`src/hw/rtl/assert_macros.svh`:
```
// Assertion helpers for the RTL files that check themselves.
// Depends on nothing; users supply clk and rst_n in scope.
`ifndef ASSERT_MACROS_SVH
`define ASSERT_MACROS_SVH

// Implication checked on every rising clk edge, off while in reset.
`define ASSERT_IMPLIES(label, ante, cons, msg) \
    label: assert property (@(posedge clk) disable iff (!rst_n) (ante) |-> (cons)) \
        else $error(msg);

// Implication whose consequence is checked in the next cycle.
`define ASSERT_NEXT(label, ante, cons, msg) \
    label: assert property (@(posedge clk) disable iff (!rst_n) (ante) |=> (cons)) \
        else $error(msg);

`endif

```
`src/hw/rtl/ctt_pkg.sv`:
```
// Shared types and constants for the config text tokenizer.
// No dependencies.
package ctt_pkg;

    localparam int LINE_OUT_W  = 16;
    localparam int QUEUE_DEPTH = 4;
    localparam int GRP_MAX     = 3;

    typedef enum logic [2:0] {
        MODE_IDLE    = 3'd0,
        MODE_COMMENT = 3'd1,
        MODE_BARE    = 3'd2,
        MODE_QUOTE   = 3'd3,
        MODE_ESC     = 3'd4,
        MODE_OCT1    = 3'd5,
        MODE_OCT2    = 3'd6
    } lex_mode_t;

    typedef enum logic [3:0] {
        EV_CHAR   = 4'd0,
        EV_STREND = 4'd1,
        EV_EQUALS = 4'd2,
        EV_LPAREN = 4'd3,
        EV_RPAREN = 4'd4,
        EV_LBRACE = 4'd5,
        EV_RBRACE = 4'd6,
        EV_SEMI   = 4'd7,
        EV_ERROR  = 4'd8,
        EV_END    = 4'd9
    } event_t;

    typedef enum logic [1:0] {
        ERR_NONE  = 2'd0,
        ERR_EOF   = 2'd1,
        ERR_CTRL  = 2'd2,
        ERR_RANGE = 2'd3
    } err_t;

    typedef struct packed {
        event_t     ev;
        logic [7:0] ch;
        err_t       err;
    } res_t;

    // All results caused by one input byte, in order.
    typedef struct packed {
        logic [1:0]                  cnt;
        res_t [GRP_MAX-1:0]          res;
        logic [LINE_OUT_W-1:0]       line;
    } grp_t;

endpackage

```
`src/hw/rtl/config_text_tokenizer_unit.sv`:
```
// Config text tokenizer: byte stream in, token events out.
// Input channel (in_valid/in_ready): one text byte, or an end-of-input mark, per transfer.
// Output channel (out_valid/out_ready): one token event per transfer; a byte causes zero to
// three events, the last of them flagged with last_of_run. End of input always yields an end
// event and returns the lexer to its start state for the next stream.
// The first event of a byte goes through the group queue and then the output register
// before it appears with out_valid; an output stall can hold it in the queue.
// Throughput: one byte per cycle while each byte makes at most one event and out_ready
// stays high; a byte with several events occupies the output until all have transferred,
// and the four-entry group queue absorbs that without stalling the input until it fills.
// Bytes that make no event (comment text, blanks between tokens, bytes after an error)
// pass without using the output at all.
// Receiver stall: results wait in the output register and queue; in_ready drops once the
// queue is full, and no event is lost or repeated.
// Reset: asynchronous, active low; clears lexer state, line counter, queue and output valid.
// Depends on ctt_pkg, ctt_front, ctt_fifo, ctt_back and assert_macros.svh.
`include "assert_macros.svh"

module config_text_tokenizer_unit #(
    parameter int LINE_BITS = 16
) (
    input  logic        clk,
    input  logic        rst_n,
    input  logic        in_valid,
    output logic        in_ready,
    input  logic [7:0]  text_byte,
    input  logic        end_of_input,
    output logic        out_valid,
    input  logic        out_ready,
    output logic [3:0]  event_res,
    output logic [7:0]  char_value,
    output logic [1:0]  error_kind,
    output logic [15:0] line_number,
    output logic        last_of_run
);

    logic           take;
    logic           grp_valid;
    ctt_pkg::grp_t  grp_in;
    ctt_pkg::grp_t  grp_head;
    logic           q_not_full;
    logic           q_not_empty;
    logic           q_pop;
    logic           ev_end;
    logic           ev_err;

    assign in_ready = q_not_full;
    assign take     = in_valid && in_ready;

    ctt_front #(
        .LINE_BITS (LINE_BITS)
    ) u_front (
        .clk          (clk),
        .rst_n        (rst_n),
        .take         (take),
        .text_byte    (text_byte),
        .end_of_input (end_of_input),
        .grp_valid    (grp_valid),
        .grp          (grp_in)
    );

    ctt_fifo u_fifo (
        .clk       (clk),
        .rst_n     (rst_n),
        .push      (take && grp_valid),
        .push_data (grp_in),
        .not_full  (q_not_full),
        .pop       (q_pop),
        .not_empty (q_not_empty),
        .head      (grp_head)
    );

    ctt_back u_back (
        .clk         (clk),
        .rst_n       (rst_n),
        .grp_avail   (q_not_empty),
        .grp         (grp_head),
        .grp_pop     (q_pop),
        .out_valid   (out_valid),
        .out_ready   (out_ready),
        .event_res   (event_res),
        .char_value  (char_value),
        .error_kind  (error_kind),
        .line_number (line_number),
        .last_of_run (last_of_run)
    );

    assign ev_end = out_valid && (event_res == ctt_pkg::EV_END);
    assign ev_err = out_valid && (event_res == ctt_pkg::EV_ERROR);

    `ASSERT_IMPLIES(a_end_is_last, ev_end, last_of_run, "end event not last of run")
    `ASSERT_IMPLIES(a_err_has_kind, ev_err, error_kind != ctt_pkg::ERR_NONE, "error without kind")
    `ASSERT_IMPLIES(a_kind_only_err, out_valid && !ev_err, error_kind == ctt_pkg::ERR_NONE, "stray kind")
    `ASSERT_NEXT(a_pop_moves_head, q_pop && !take, in_ready, "queue still full after pop")

endmodule

```
`src/hw/rtl/ctt_front.sv`:
```
// Front end: lexer state machine, turns one byte into a group of up to three results.
// Depends on ctt_pkg.
module ctt_front #(
    parameter int LINE_BITS = 16
) (
    input  logic            clk,
    input  logic            rst_n,
    input  logic            take,
    input  logic [7:0]      text_byte,
    input  logic            end_of_input,
    output logic            grp_valid,
    output ctt_pkg::grp_t   grp
);

    localparam logic [7:0] CH_LF     = 8'h0a;
    localparam logic [7:0] CH_SPACE  = 8'h20;
    localparam logic [7:0] CH_TAB    = 8'h09;
    localparam logic [7:0] CH_CR     = 8'h0d;
    localparam logic [7:0] CH_DEL    = 8'h7f;
    localparam logic [7:0] CH_HASH   = 8'h23;
    localparam logic [7:0] CH_QUOTE  = 8'h22;
    localparam logic [7:0] CH_BSLASH = 8'h5c;

    ctt_pkg::lex_mode_t      mode_reg, mode_next;
    logic                    quoted_reg, quoted_next;
    logic [8:0]              acc_reg, acc_next;
    logic [LINE_BITS-1:0]    line_reg, line_next;
    logic                    halt_reg, halt_next;

    logic [LINE_BITS-1:0]    line_step;
    ctt_pkg::res_t [ctt_pkg::GRP_MAX-1:0] res_v;
    logic [2:0]              n_v;

    function automatic ctt_pkg::event_t single_ev(input logic [7:0] c);
        ctt_pkg::event_t e;
        case (c)
            8'h3d:   e = ctt_pkg::EV_EQUALS;
            8'h28:   e = ctt_pkg::EV_LPAREN;
            8'h29:   e = ctt_pkg::EV_RPAREN;
            8'h7b:   e = ctt_pkg::EV_LBRACE;
            8'h7d:   e = ctt_pkg::EV_RBRACE;
            8'h3b:   e = ctt_pkg::EV_SEMI;
            default: e = ctt_pkg::EV_CHAR;
        endcase
        return e;
    endfunction

    function automatic logic [7:0] esc_value(input logic [7:0] c);
        logic [7:0] v;
        case (c)
            8'h62:   v = 8'd8;
            8'h66:   v = 8'd12;
            8'h6e:   v = 8'd10;
            8'h72:   v = 8'd13;
            8'h74:   v = 8'd9;
            8'h76:   v = 8'd11;
            default: v = c;
        endcase
        return v;
    endfunction

    always_comb
    begin
        logic       is_oct;
        logic       is_blank;
        logic       skip;
        logic       done;
        logic [8:0] oct_v;
        ctt_pkg::event_t sev;

        mode_next   = mode_reg;
        quoted_next = quoted_reg;
        acc_next    = acc_reg;
        line_next   = line_reg;
        halt_next   = halt_reg;
        res_v       = '0;
        n_v         = 3'd0;
        skip        = 1'b0;
        done        = 1'b0;
        is_oct      = (text_byte[7:3] == 5'b00110);
        is_blank    = (text_byte == CH_SPACE) ||
                      (text_byte >= CH_TAB && text_byte <= CH_CR);
        sev         = single_ev(text_byte);
        oct_v       = {acc_reg[5:0], text_byte[2:0]};

        // unused encoding falls back to idle
        if (mode_reg > ctt_pkg::MODE_OCT2)
        begin
            mode_next = ctt_pkg::MODE_IDLE;
        end

        if (end_of_input)
        begin
            if (!halt_reg)
            begin
                if (mode_next == ctt_pkg::MODE_ESC)
                begin
                    res_v[n_v[1:0]] = '{ctt_pkg::EV_ERROR, 8'd0, ctt_pkg::ERR_EOF};
                    n_v = n_v + 3'd1;
                end
                else
                begin
                    if (mode_next == ctt_pkg::MODE_OCT1 || mode_next == ctt_pkg::MODE_OCT2)
                    begin
                        res_v[n_v[1:0]] = '{ctt_pkg::EV_CHAR, acc_reg[7:0], ctt_pkg::ERR_NONE};
                        n_v = n_v + 3'd1;
                        mode_next = quoted_reg ? ctt_pkg::MODE_QUOTE : ctt_pkg::MODE_BARE;
                    end
                    if (mode_next == ctt_pkg::MODE_QUOTE)
                    begin
                        res_v[n_v[1:0]] = '{ctt_pkg::EV_ERROR, 8'd0, ctt_pkg::ERR_EOF};
                        n_v = n_v + 3'd1;
                    end
                    else if (mode_next == ctt_pkg::MODE_BARE)
                    begin
                        res_v[n_v[1:0]] = '{ctt_pkg::EV_STREND, 8'd0, ctt_pkg::ERR_NONE};
                        n_v = n_v + 3'd1;
                    end
                end
            end
            res_v[n_v[1:0]] = '{ctt_pkg::EV_END, 8'd0, ctt_pkg::ERR_NONE};
            n_v = n_v + 3'd1;
            line_step   = line_reg;
            // new stream starts from reset state
            mode_next   = ctt_pkg::MODE_IDLE;
            quoted_next = 1'b0;
            acc_next    = '0;
            line_next   = '0;
            halt_next   = 1'b0;
        end
        else
        begin
            if (!halt_reg)
            begin
                if (mode_next == ctt_pkg::MODE_ESC)
                begin
                    if (is_oct)
                    begin
                        acc_next  = {6'd0, text_byte[2:0]};
                        mode_next = ctt_pkg::MODE_OCT1;
                    end
                    else
                    begin
                        res_v[n_v[1:0]] = '{ctt_pkg::EV_CHAR, esc_value(text_byte),
                                            ctt_pkg::ERR_NONE};
                        n_v = n_v + 3'd1;
                        mode_next = quoted_reg ? ctt_pkg::MODE_QUOTE : ctt_pkg::MODE_BARE;
                        acc_next  = '0;
                    end
                end
                else if (mode_next == ctt_pkg::MODE_OCT1 && is_oct)
                begin
                    acc_next  = oct_v;
                    mode_next = ctt_pkg::MODE_OCT2;
                end
                else if (mode_next == ctt_pkg::MODE_OCT2 && is_oct)
                begin
                    if (oct_v[8])
                    begin
                        res_v[n_v[1:0]] = '{ctt_pkg::EV_ERROR, 8'd0, ctt_pkg::ERR_RANGE};
                        n_v = n_v + 3'd1;
                        halt_next   = 1'b1;
                        mode_next   = ctt_pkg::MODE_IDLE;
                        quoted_next = 1'b0;
                        acc_next    = '0;
                    end
                    else
                    begin
                        res_v[n_v[1:0]] = '{ctt_pkg::EV_CHAR, oct_v[7:0], ctt_pkg::ERR_NONE};
                        n_v = n_v + 3'd1;
                        mode_next = quoted_reg ? ctt_pkg::MODE_QUOTE : ctt_pkg::MODE_BARE;
                        acc_next  = '0;
                    end
                end
                else
                begin
                    // digits cut short: flush the value, then lex the byte normally
                    if (mode_next == ctt_pkg::MODE_OCT1 || mode_next == ctt_pkg::MODE_OCT2)
                    begin
                        res_v[n_v[1:0]] = '{ctt_pkg::EV_CHAR, acc_reg[7:0], ctt_pkg::ERR_NONE};
                        n_v = n_v + 3'd1;
                        mode_next = quoted_reg ? ctt_pkg::MODE_QUOTE : ctt_pkg::MODE_BARE;
                        acc_next  = '0;
                    end

                    if (text_byte == CH_LF)
                    begin
                        if (line_reg != '1)
                        begin
                            line_next = line_reg + 1'b1;
                        end
                        if (mode_next == ctt_pkg::MODE_COMMENT)
                        begin
                            mode_next = ctt_pkg::MODE_IDLE;
                            skip = 1'b1;
                        end
                    end

                    if (skip || mode_next == ctt_pkg::MODE_COMMENT)
                    begin
                        done = 1'b1;
                    end
                    else if (mode_next == ctt_pkg::MODE_QUOTE)
                    begin
                        if (text_byte == CH_QUOTE)
                        begin
                            res_v[n_v[1:0]] = '{ctt_pkg::EV_STREND, 8'd0, ctt_pkg::ERR_NONE};
                            n_v = n_v + 3'd1;
                            mode_next = ctt_pkg::MODE_IDLE;
                        end
                        else if (text_byte == CH_BSLASH)
                        begin
                            mode_next   = ctt_pkg::MODE_ESC;
                            quoted_next = 1'b1;
                        end
                        else
                        begin
                            res_v[n_v[1:0]] = '{ctt_pkg::EV_CHAR, text_byte, ctt_pkg::ERR_NONE};
                            n_v = n_v + 3'd1;
                        end
                    end
                    else if (is_blank)
                    begin
                        if (mode_next == ctt_pkg::MODE_BARE)
                        begin
                            res_v[n_v[1:0]] = '{ctt_pkg::EV_STREND, 8'd0, ctt_pkg::ERR_NONE};
                            n_v = n_v + 3'd1;
                        end
                        mode_next = ctt_pkg::MODE_IDLE;
                    end
                    else
                    begin
                        if (mode_next == ctt_pkg::MODE_BARE &&
                            (text_byte == CH_HASH || text_byte == CH_QUOTE ||
                             sev != ctt_pkg::EV_CHAR))
                        begin
                            res_v[n_v[1:0]] = '{ctt_pkg::EV_STREND, 8'd0, ctt_pkg::ERR_NONE};
                            n_v = n_v + 3'd1;
                            mode_next = ctt_pkg::MODE_IDLE;
                        end
                        if (mode_next != ctt_pkg::MODE_BARE)
                        begin
                            mode_next = ctt_pkg::MODE_IDLE;
                            if (text_byte == CH_HASH)
                            begin
                                mode_next = ctt_pkg::MODE_COMMENT;
                                done = 1'b1;
                            end
                            else if (sev != ctt_pkg::EV_CHAR)
                            begin
                                res_v[n_v[1:0]] = '{sev, 8'd0, ctt_pkg::ERR_NONE};
                                n_v = n_v + 3'd1;
                                done = 1'b1;
                            end
                            else if (text_byte == CH_QUOTE)
                            begin
                                mode_next = ctt_pkg::MODE_QUOTE;
                                done = 1'b1;
                            end
                        end
                        if (!done)
                        begin
                            if (text_byte < CH_SPACE || text_byte == CH_DEL)
                            begin
                                res_v[n_v[1:0]] = '{ctt_pkg::EV_ERROR, 8'd0, ctt_pkg::ERR_CTRL};
                                n_v = n_v + 3'd1;
                                halt_next   = 1'b1;
                                mode_next   = ctt_pkg::MODE_IDLE;
                                quoted_next = 1'b0;
                                acc_next    = '0;
                            end
                            else if (text_byte == CH_BSLASH)
                            begin
                                mode_next   = ctt_pkg::MODE_ESC;
                                quoted_next = 1'b0;
                            end
                            else
                            begin
                                mode_next = ctt_pkg::MODE_BARE;
                                res_v[n_v[1:0]] = '{ctt_pkg::EV_CHAR, text_byte,
                                                    ctt_pkg::ERR_NONE};
                                n_v = n_v + 3'd1;
                            end
                        end
                    end
                end
            end
            line_step = line_next;
        end
    end

    // line value reported with the group: low bits of the counter, zero-extended if narrower
    generate
        if (LINE_BITS >= ctt_pkg::LINE_OUT_W)
        begin : g_line_cut
            assign grp.line = line_step[ctt_pkg::LINE_OUT_W-1:0];
        end
        else
        begin : g_line_ext
            assign grp.line = {{(ctt_pkg::LINE_OUT_W-LINE_BITS){1'b0}}, line_step};
        end
    endgenerate

    assign grp.cnt   = n_v[1:0];
    assign grp.res   = res_v;
    assign grp_valid = (n_v != 3'd0);

    always_ff @(posedge clk or negedge rst_n)
    begin
        if (!rst_n)
        begin
            mode_reg   <= ctt_pkg::MODE_IDLE;
            quoted_reg <= 1'b0;
            acc_reg    <= '0;
            line_reg   <= '0;
            halt_reg   <= 1'b0;
        end
        else if (take)
        begin
            mode_reg   <= mode_next;
            quoted_reg <= quoted_next;
            acc_reg    <= acc_next;
            line_reg   <= line_next;
            halt_reg   <= halt_next;
        end
    end

endmodule

```
`src/hw/rtl/ctt_fifo.sv`:
```
// Short queue of result groups between lexer and output serializer.
// Depends on ctt_pkg.
module ctt_fifo (
    input  logic            clk,
    input  logic            rst_n,
    input  logic            push,
    input  ctt_pkg::grp_t   push_data,
    output logic            not_full,
    input  logic            pop,
    output logic            not_empty,
    output ctt_pkg::grp_t   head
);

    localparam int PTR_W = $clog2(ctt_pkg::QUEUE_DEPTH);
    localparam int CNT_W = $clog2(ctt_pkg::QUEUE_DEPTH + 1);

    ctt_pkg::grp_t        slot_reg [ctt_pkg::QUEUE_DEPTH];
    logic [PTR_W-1:0]     wr_ptr_reg, wr_ptr_next;
    logic [PTR_W-1:0]     rd_ptr_reg, rd_ptr_next;
    logic [CNT_W-1:0]     count_reg, count_next;

    assign not_full  = (count_reg != CNT_W'(ctt_pkg::QUEUE_DEPTH));
    assign not_empty = (count_reg != '0);
    assign head      = slot_reg[rd_ptr_reg];

    always_comb
    begin
        wr_ptr_next = wr_ptr_reg;
        rd_ptr_next = rd_ptr_reg;
        count_next  = count_reg;
        if (push)
        begin
            wr_ptr_next = (wr_ptr_reg == PTR_W'(ctt_pkg::QUEUE_DEPTH - 1)) ? '0
                                                                          : wr_ptr_reg + 1'b1;
        end
        if (pop)
        begin
            rd_ptr_next = (rd_ptr_reg == PTR_W'(ctt_pkg::QUEUE_DEPTH - 1)) ? '0
                                                                          : rd_ptr_reg + 1'b1;
        end
        if (push && !pop)
        begin
            count_next = count_reg + 1'b1;
        end
        else if (pop && !push)
        begin
            count_next = count_reg - 1'b1;
        end
    end

    always_ff @(posedge clk)
    begin
        if (push)
        begin
            slot_reg[wr_ptr_reg] <= push_data;
        end
    end

    always_ff @(posedge clk or negedge rst_n)
    begin
        if (!rst_n)
        begin
            wr_ptr_reg <= '0;
            rd_ptr_reg <= '0;
            count_reg  <= '0;
        end
        else
        begin
            wr_ptr_reg <= wr_ptr_next;
            rd_ptr_reg <= rd_ptr_next;
            count_reg  <= count_next;
        end
    end

endmodule

```
`src/hw/rtl/ctt_back.sv`:
```
// Back end: walks the head group one result at a time into the output register.
// Depends on ctt_pkg.
module ctt_back (
    input  logic            clk,
    input  logic            rst_n,
    input  logic            grp_avail,
    input  ctt_pkg::grp_t   grp,
    output logic            grp_pop,
    output logic            out_valid,
    input  logic            out_ready,
    output logic [3:0]      event_res,
    output logic [7:0]      char_value,
    output logic [1:0]      error_kind,
    output logic [15:0]     line_number,
    output logic            last_of_run
);

    logic                   valid_reg;
    logic [1:0]             idx_reg, idx_next;
    ctt_pkg::res_t          res_reg;
    logic [15:0]            line_reg;
    logic                   last_reg;

    logic                   load;
    logic                   last_now;

    assign load     = grp_avail && (!valid_reg || out_ready);
    assign last_now = (idx_reg == (grp.cnt - 2'd1));
    assign grp_pop  = load && last_now;

    always_comb
    begin
        idx_next = idx_reg;
        if (load)
        begin
            idx_next = last_now ? 2'd0 : idx_reg + 2'd1;
        end
    end

    always_ff @(posedge clk or negedge rst_n)
    begin
        if (!rst_n)
        begin
            valid_reg <= 1'b0;
            idx_reg   <= 2'd0;
        end
        else
        begin
            idx_reg <= idx_next;
            if (load)
            begin
                valid_reg <= 1'b1;
            end
            else if (out_ready)
            begin
                valid_reg <= 1'b0;
            end
        end
    end

    always_ff @(posedge clk)
    begin
        if (load)
        begin
            res_reg  <= grp.res[idx_reg];
            line_reg <= grp.line;
            last_reg <= last_now;
        end
    end

    assign out_valid   = valid_reg;
    assign event_res   = res_reg.ev;
    assign char_value  = res_reg.ch;
    assign error_kind  = res_reg.err;
    assign line_number = line_reg;
    assign last_of_run = last_reg;

endmodule
```
`config.mk`:
```
export PLATFORM = sky130hd
export DESIGN_NAME = config_text_tokenizer_unit
export DESIGN_NICKNAME = d
export VERILOG_FILES = /design/src/hw/rtl/ctt_pkg.sv /design/src/hw/rtl/config_text_tokenizer_unit.sv /design/src/hw/rtl/ctt_front.sv /design/src/hw/rtl/ctt_fifo.sv /design/src/hw/rtl/ctt_back.sv
export VERILOG_INCLUDE_DIRS = /design/src /design/src/hw/rtl
export SDC_FILE = /design/constraint.sdc
export NUM_CORES = 1
export LEC_CHECK = 0
export BUFFER_PORTS_ARGS = -buffer_cell sky130_fd_sc_hd__buf_2
export CAP_MARGIN = 20
export CORE_MARGIN = 2
export CORE_UTILIZATION = 60
export CTS_CLUSTER_DIAMETER = 50
export DETAILED_ROUTE_END_ITERATION = 8
export HOLD_SLACK_MARGIN = 0.05
export PLACE_DENSITY = 0.77
export SETUP_SLACK_MARGIN = 0.15
export SYNTH_ARGS = -nofsm -noshare
export SYNTH_HDL_FRONTEND = slang
export SYNTH_SLANG_ARGS = --single-unit
```
`constraint.sdc`:
```
create_clock -name clk -period 7.36 [get_ports clk]
set_clock_uncertainty 0.15 [all_clocks]
set_input_delay 1.104 -clock clk [delete_from_list [all_inputs] [get_ports clk]]
set_output_delay 1.104 -clock clk [all_outputs]
set_load 0.01 [all_outputs]
```
==> impl_metrics.yaml, run 1 <==
hold_path:
  hp-class: "register to register"
critical_path:
  critPathKind: "input port to register"
  cp-end-kind: "register"
  required_ns: 7.44
  cp_max_fo: 37
  cp_data_arrival_time_ns: 5.71
  start_kind: "input port"
synthesis:
  yosysWarnings: 0
  syn_inst: 1000
  synth.most_common_cell: "edfxtp_1"
  synth_top_cell_area_share_pct: 56.64
  ys_ff_latch: 306
  synth_largest_area_cell: "edfxtp_1"
  synth_area_leaders: "edfxtp_1 (57%), mux4_2 (9.4%), dfrtp_1 (6.9%)"
  synthArstFlopShare_pct: 12.75
  synth_ff_type: "edfxtp_1"
  synth_area_per_cell_um2: 14.16
  syn_nets: 1036
  synth_seq_area_share_pct: 63.53
  ys_types: 78
  synth_edf_count: 267
  synth_common_cells: "edfxtp_1 (267), nand2_1 (85), nor2_1 (65)"
  syn_area_um2: 14160
timing:
  hold_viol: 0
  timing.slew.headroom_pct: 29.46
  setup_tns_ns: 0
  fin_crit_ns: 5.622
  drv_slew: 0
  rsz0062_at_grt: "false"
  worstMarginPinSlew_ns: 1.048
  fin_crit_sh_pct: 76.39
  max_freq_mhz: 177.9
  setup_violations: 0
pwr:
  power_frac_clock_pct: 26.9
  ir_worst_vdd_mv: 0.2159
  power.density_nw_per_um2: 352.2
  power_uw: 5523
  combinationalPowerShare_pct: 25.9
  seqPwrFrac_pct: 47.1
  power.internal_uw: 3855
  p_sw_uw: 1668
  p_leak_uw: 0.005607
  switching_share_pct: 30.19
place:
  port_buffers: 45
  dp.final_hpwl_mm: 21.04
  place_congestion: 0.9655
final_layout:
  nets: 1069
  area_growth_pct: 10.76
  largest_reg_flops: 236
  antennaDiodeCount: 0
  drive_gt1_share_pct: 18.37
cts:
  post_cts_buffers: 0
  clk_pin_slew_ns: 0.06
  hold_buffers: 0
  clk_latency_ns: 0.55
  cts_root_buffer: "clkbuf_16"
  h-tree-depth: 1
  clockBufferDepth: 3
  clock-sinks: 306
  cts_inserted_buffers: 31
  cts_tree: "done"
  ctsResizeCount: 0
floorplan:
  die_h_um: 157.6
  die_w_um: 157.6
  io_pins: 46
  start_util_pct: 60.67
  die-area_um2: 24840
  coreArea_um2: 23330
  num_rows: 56
flow_run:
  drv_cap: 0
detailed_routing:
  avgViaCountPerCell: 6.583
  drt_iter0_markers: 1004
  drt-pass1-iter-count: 6
  drt-total-wl_mm: 32.62
  vias: 9051
  wl_per_cell_um: 23.72
  final_antenna_net_count: 0
  remaining_drc_errors: 0
global_route:
  grt_max_degree: 43
  grt_pass1_wl_mm: 50.08
  antenna_found_initial: 0
  gr-usage-all-layers_pct: 27.06
  grt_overflow: 0
  grt_pass1_vias: 8359
status:
  status: "finished, final reports clean"
-- final timing paths --
path / start / endpoint / slack [ns] / cells after the start
worst max-delay path: text_byte[4] / u_fifo.slot_reg[0][56]$_DFFE_PP_ / 1.74 / 16
worst min-delay path: u_fifo.count_reg[2]$_DFFE_PN0P_ / u_fifo.count_reg[2]$_DFFE_PN0P_ / 0.36 / 1
worst max register to register: u_front.mode_reg[2]$_DFFE_PN0P_ / u_fifo.slot_reg[0][56]$_DFFE_PP_ / 2.01 / 17
worst min register to register: u_fifo.count_reg[2]$_DFFE_PN0P_ / u_fifo.count_reg[2]$_DFFE_PN0P_ / 0.36 / 1
max in group asynchronous: rst_n / u_fifo.rd_ptr_reg[0]$_DFFE_PN0P_ / 5.77 / 1
min in group asynchronous: rst_n / u_front.line_reg[2]$_DFFE_PN0P_ / 0.57 / 1
-- logic make-up after synthesis --
family | share of synthesized area (%)
flip-flops | 63.53
XOR/XNOR | 1.114
AND/OR/NAND/NOR | 9.873
adder cells (fa/ha/maj) | 2.086
multiplexers | 11.49
buffers and inverters | 2.652
AO/OA/AOI/OAI | 9.254
-- worst max-delay path: stages --
cell	delay, ns
buf_2	0.23
or3_1	0.41
a2111oi_1	0.52
or2_2	0.34
o21ai_0	0.20
inv_1	0.13
ha_1	0.31
xnor2_1	0.32
ha_1	0.29
nor3_1	0.19
a211oi_1	0.07
a21oi_1	0.19
o21ai_2	0.11
a41oi_4	0.33
and2_2	0.61
buf_12	0.32
-- area by class of cell --
type,count,area [um2]
sequential,306,8999
fill,1602,7654
multi-input combinational,600,4803
clock buffer,40,809.5
tap,319,399.1
timing repair buffer,59,380.4
clock inverter,16,156.4
inverter,35,131.4
-- per-stage QoR --
| stage | worst slack (ns) | cell area (um2) | util (%) | std cells | hold slack, ns |
|---|---|---|---|---|---|
| after floorplan | 1.156 | 14160 | - | 1000 | 0.3136 |
| after global placement | 1.380 | 14710 | 63.06 | 1319 | 0.3355 |
| after detailed placement | 1.277 | 14710 | 63.06 | 1319 | 0.3470 |
| after CTS | 1.848 | 15680 | 67.20 | 1375 | 0.3590 |
| after global routing | 1.410 | 15680 | 67.20 | 1375 | 0.3873 |
| final | 1.738 | 15680 | 67.20 | 1375 | 0.3598 |
-- per-layer routing --
metal	vias up	global-route usage [%]	wire length (um)
met4	0	6.450	647
met1	4515	42.14	13960
met5	-	0	0
li1	3968	-	-
met2	511	40.09	14850
met3	57	5.146	3156
-- power by group through the flow --
stage	Combinational, uW	Clock [uW]	Sequential, uW
5_1_grt	1550	1570	2650
4_1_cts	1450	1510	2610
6_report	1430	1490	2600
2_1_floorplan	1040	0	2540
3_5_place_dp	1430	0	2630
3_3_place_gp	1390	0	2610
-- cells in the final DEF (no fill, tap or decap), types with 5 or more instances in the layout --
master	netlist	routed
clkinv_1	1	5
nand2b_1	8	8
o22ai_1	19	19
clkbuf_16	0	31
a22o_1	10	10
xor2_1	7	7
a22oi_1	5	5
dfrtp_1	39	37
nor2_1	65	65
nor3_1	20	20
nand3_1	23	23
nand4_1	5	5
nor2b_1	5	5
buf_2	3	45
o311ai_0	5	5
mux2i_1	20	20
o31ai_1	6	6
nor4_1	8	8
a31oi_1	6	6
nand2_1	85	85
mux2_2	6	6
and2_1	17	13
edfxtp_1	267	267
inv_1	34	34
a211oi_1	6	6
xnor2_1	11	11
a21o_1	6	6
o21ai_0	37	37
clkbuf_1	42	9
ha_1	22	22
buf_4	1	10
mux4_2	59	59
a21oi_1	32	31
or3_1	9	9
and3_1	19	19
No activity file was read; power rests on OpenSTA's default activity.
==> run 2, diff against run 1 <==
--- a/config.mk
+++ b/config.mk
@@ -6,14 +6,15 @@
 export SDC_FILE = /design/constraint.sdc
 export NUM_CORES = 1
 export LEC_CHECK = 0
+export ABC_AREA = 1
 export BUFFER_PORTS_ARGS = -buffer_cell sky130_fd_sc_hd__buf_2
 export CAP_MARGIN = 20
 export CORE_MARGIN = 2
-export CORE_UTILIZATION = 60
+export CORE_UTILIZATION = 56
 export CTS_CLUSTER_DIAMETER = 50
 export DETAILED_ROUTE_END_ITERATION = 8
 export HOLD_SLACK_MARGIN = 0.05
-export PLACE_DENSITY = 0.77
+export PLACE_DENSITY = 0.76
 export SETUP_SLACK_MARGIN = 0.15
 export SYNTH_ARGS = -nofsm -noshare
 export SYNTH_HDL_FRONTEND = slang
==> constraint.sdc (replaced) <==
create_clock -name clk -period 4.6 [get_ports clk]
set_clock_uncertainty 0.15 [all_clocks]
set_input_delay 0.69 -clock clk [delete_from_list [all_inputs] [get_ports clk]]
set_output_delay 0.69 -clock clk [all_outputs]
set_load 0.01 [all_outputs]
==> impl_metrics.yaml, run 2 <==
timing:
  fin_crit_ns: 4.122
  timing.slew.headroom_pct: 32.58
  rsz0062_at_grt: "false"
  setup_violations: 0
  max_freq_mhz: 242.6
  worstMarginPinSlew_ns: 1.011
  setup_tns_ns: 0
  drv_slew: 0
  fin_crit_sh_pct: 89.61
  hold_viol: 0
final_layout:
  register_area_um2: 8997
  nets: 1481
  largest_reg_flops: 236
  final_cells: 1800
  fill_cells: 1901
  final_common_cell: "edfxtp_1"
  final_cell_area_um2: 16320
  multi_input_area_um2: 4707
  antennaDiodeCount: 0
  most-common-layout-cells: "edfxtp_1 (267), nor2_1 (208), o21ai_0 (185)"
  area_growth_pct: 13.69
  drive_gt1_share_pct: 12.93
critical_path:
  cp-end-kind: "register"
  crit_start: "u_front.mode_reg[2]$_DFFE_PN0P_"
  cp_data_arrival_time_ns: 4.34
  required_ns: 4.82
  start_kind: "register"
  crit_buf_inv: 6
  reg2reg_depth: 27
  slowest_delay_ns: 0.47
  r2r_end: "u_fifo.count_reg[2]$_DFFE_PN0P_"
  cp_max_fo: 9
  regToRegStartpoint: "u_front.mode_reg[2]$_DFFE_PN0P_"
  r2r_slack_ns: 0.48
  crit_path_top_delay_cell: "dfrtp_1"
  critPathTopFamily: "simple AND/OR/NAND/NOR gates"
  crit_end: "u_fifo.count_reg[2]$_DFFE_PN0P_"
  critPathKind: "register to register"
  path_depth: 27
synthesis:
  synth_common_cells: "edfxtp_1 (267), nor2_1 (213), o21ai_0 (185)"
  synth_ff_type: "edfxtp_1"
  syn_inst: 1385
  synth_area_leaders: "edfxtp_1 (56%), dfrtp_1 (6.8%), o21ai_0 (6.4%)"
  synth_area_per_cell_um2: 10.37
  synth_edf_count: 267
  synth.most_common_cell: "edfxtp_1"
  ys_ff_latch: 306
  synthArstFlopShare_pct: 12.75
  synth_top_cell_area_share_pct: 55.84
  yosysWarnings: 0
  ys_types: 51
  synth_seq_area_share_pct: 62.64
  syn_nets: 1421
  syn_area_um2: 14360
  synth_largest_area_cell: "edfxtp_1"
detailed_routing:
  avgViaCountPerCell: 6.064
  drt-total-wl_mm: 36.30
  wl_per_cell_um: 20.17
  vias: 10916
  drt-pass1-iter-count: 5
  drt_iter0_markers: 1356
  final_antenna_net_count: 0
  remaining_drc_errors: 0
cts:
  clk_pin_slew_ns: 0.06
  clockBufferDepth: 3
  cts_tree: "done"
  cts_inserted_buffers: 34
  clock-sinks: 306
  cts_root_buffer: "clkbuf_16"
  hold_buffers: 0
  h-tree-depth: 2
  clk_latency_ns: 0.50
global_route:
  grt_pass1_vias: 10280
  grt_overflow: 0
  gr-usage-all-layers_pct: 27.55
  grt_pass1_wl_mm: 56.71
  grt_max_degree: 103
  antenna_found_initial: 0
place:
  place_congestion: 0.9857
  dp.final_hpwl_mm: 23.76
  dp_cells: 1735
  port_buffers: 45
  dpl_cell_area_um2: 15180
floorplan:
  start_util_pct: 57.02
  die_w_um: 164.1
  die-area_um2: 26940
  num_rows: 58
  coreArea_um2: 25180
  io_pins: 46
  die_h_um: 164.1
hold_path:
  hp-class: "input port to async pin"
pwr:
  ir_worst_vdd_mv: 0.3796
  power.density_nw_per_um2: 618.1
  power_uw: 10090
  p_leak_uw: 0.006003
flow_run:
  drv_cap: 0
status:
  status: "finished, final reports clean"
-- run 2: changes by cell type after synthesis, sizes merged, moves of 45 or more --
cell   change
nor2     +159
o21ai    +152
mux4      -59
nand3     +45
nand2     +85
inv       +88
-- run 2: repair_timing --
action / 4_1_cts / 5_1_grt
resized for setup: 0 / 2
endpoints found under the setup margin: 0 / 2
buffers inserted: 0 / 4
-- run 2: layer usage --
metal / part of all wire, % / routed length [um] / GRT usage, % / up-vias
li1: - / - / - / 5067
met1: 41 / 15060 / 39.35 / 5259
met2: 48 / 17350 / 43.78 / 533
met3: 8.9 / 3247 / 4.949 / 57
met4: 1.8 / 646 / 7.616 / 0
met5: 0 / 0 / 0 / -
-- run 2: worst min path at each step --
stage	end	from	slack, ns	cells after the start
detailed placement	u_front.line_reg[14]$_DFFE_PN0P_	u_front.line_reg[14]$_DFFE_PN0P_	0.33	2
global route	u_front.line_reg[6]$_DFFE_PN0P_	rst_n	0.25	1
floorplan	u_back.idx_reg[0]$_DFFE_PN0P_	rst_n	0.24	0
global placement	u_front.line_reg[14]$_DFFE_PN0P_	u_front.line_reg[14]$_DFFE_PN0P_	0.32	2
CTS	u_front.line_reg[5]$_DFFE_PN0P_	rst_n	0.19	1
finish	u_front.line_reg[6]$_DFFE_PN0P_	rst_n	0.19	1
-- run 2: final cells by class --
type	instances	share of cell area [%]
clock buffers	42	5.526
clock inverters	19	1.249
inverters	129	3.020
multi-input cells	888	28.83
flip-flops and latches	306	55.12
well taps	330	2.529
repair buffers	86	3.725
-- run 2: cell families after synthesis --
group / after synthesis / synth area share (%)
buffers and inverters: 191 / 5.150
and+or+nand+nor: 507 / 15.29
xor gates and xnor gates: 5 / 0.3050
adders and majority gates: 23 / 2.056
AOI/OAI and AO/OA: 353 / 14.56
DFF: 306 / 62.64
-- run 2: worst reg2reg max path: stages, from the launching register on --
cell,delay (ns)
dfrtp_1,0.47
nand3_1,0.21
nand2_4,0.11
inv_4,0.15
o21ai_4,0.08
a21oi_2,0.17
nand2_2,0.10
inv_2,0.08
ha_4,0.21
inv_1,0.08
nand2_1,0.06
nand2_2,0.07
inv_1,0.05
ha_1,0.28
or2_0,0.21
nand3_1,0.08
nand2_1,0.06
nand2_2,0.07
nor2_2,0.04
nand2_2,0.10
nand2_4,0.06
inv_1,0.06
ha_1,0.13
inv_1,0.07
fa_1,0.44
a21oi_1,0.14
o21ai_0,0.10
xor2_1,0.15
-- run 2: power breakdown --
group          internal, uW  leakage (uW)  switching, uW
clock                  1580      0.000532           1060
sequential             3910       0.00304            219
combinational          1010       0.00243           2310
total                  6500       0.00600           3590
-- run 2: per-stage QoR --
| step | setup WS [ns] | util (%) | hold WS (ns) |
|---|---|---|---|
| global placement | 0.1219 | 60.30 | 0.3231 |
| global route | 0.2240 | 64.83 | 0.2468 |
| detailed placement | 0.07378 | 60.30 | 0.3303 |
| finish | 0.4778 | 64.83 | 0.1918 |
| floorplan | 0.1576 | - | 0.2444 |
| CTS | 0.2461 | 64.69 | 0.1932 |
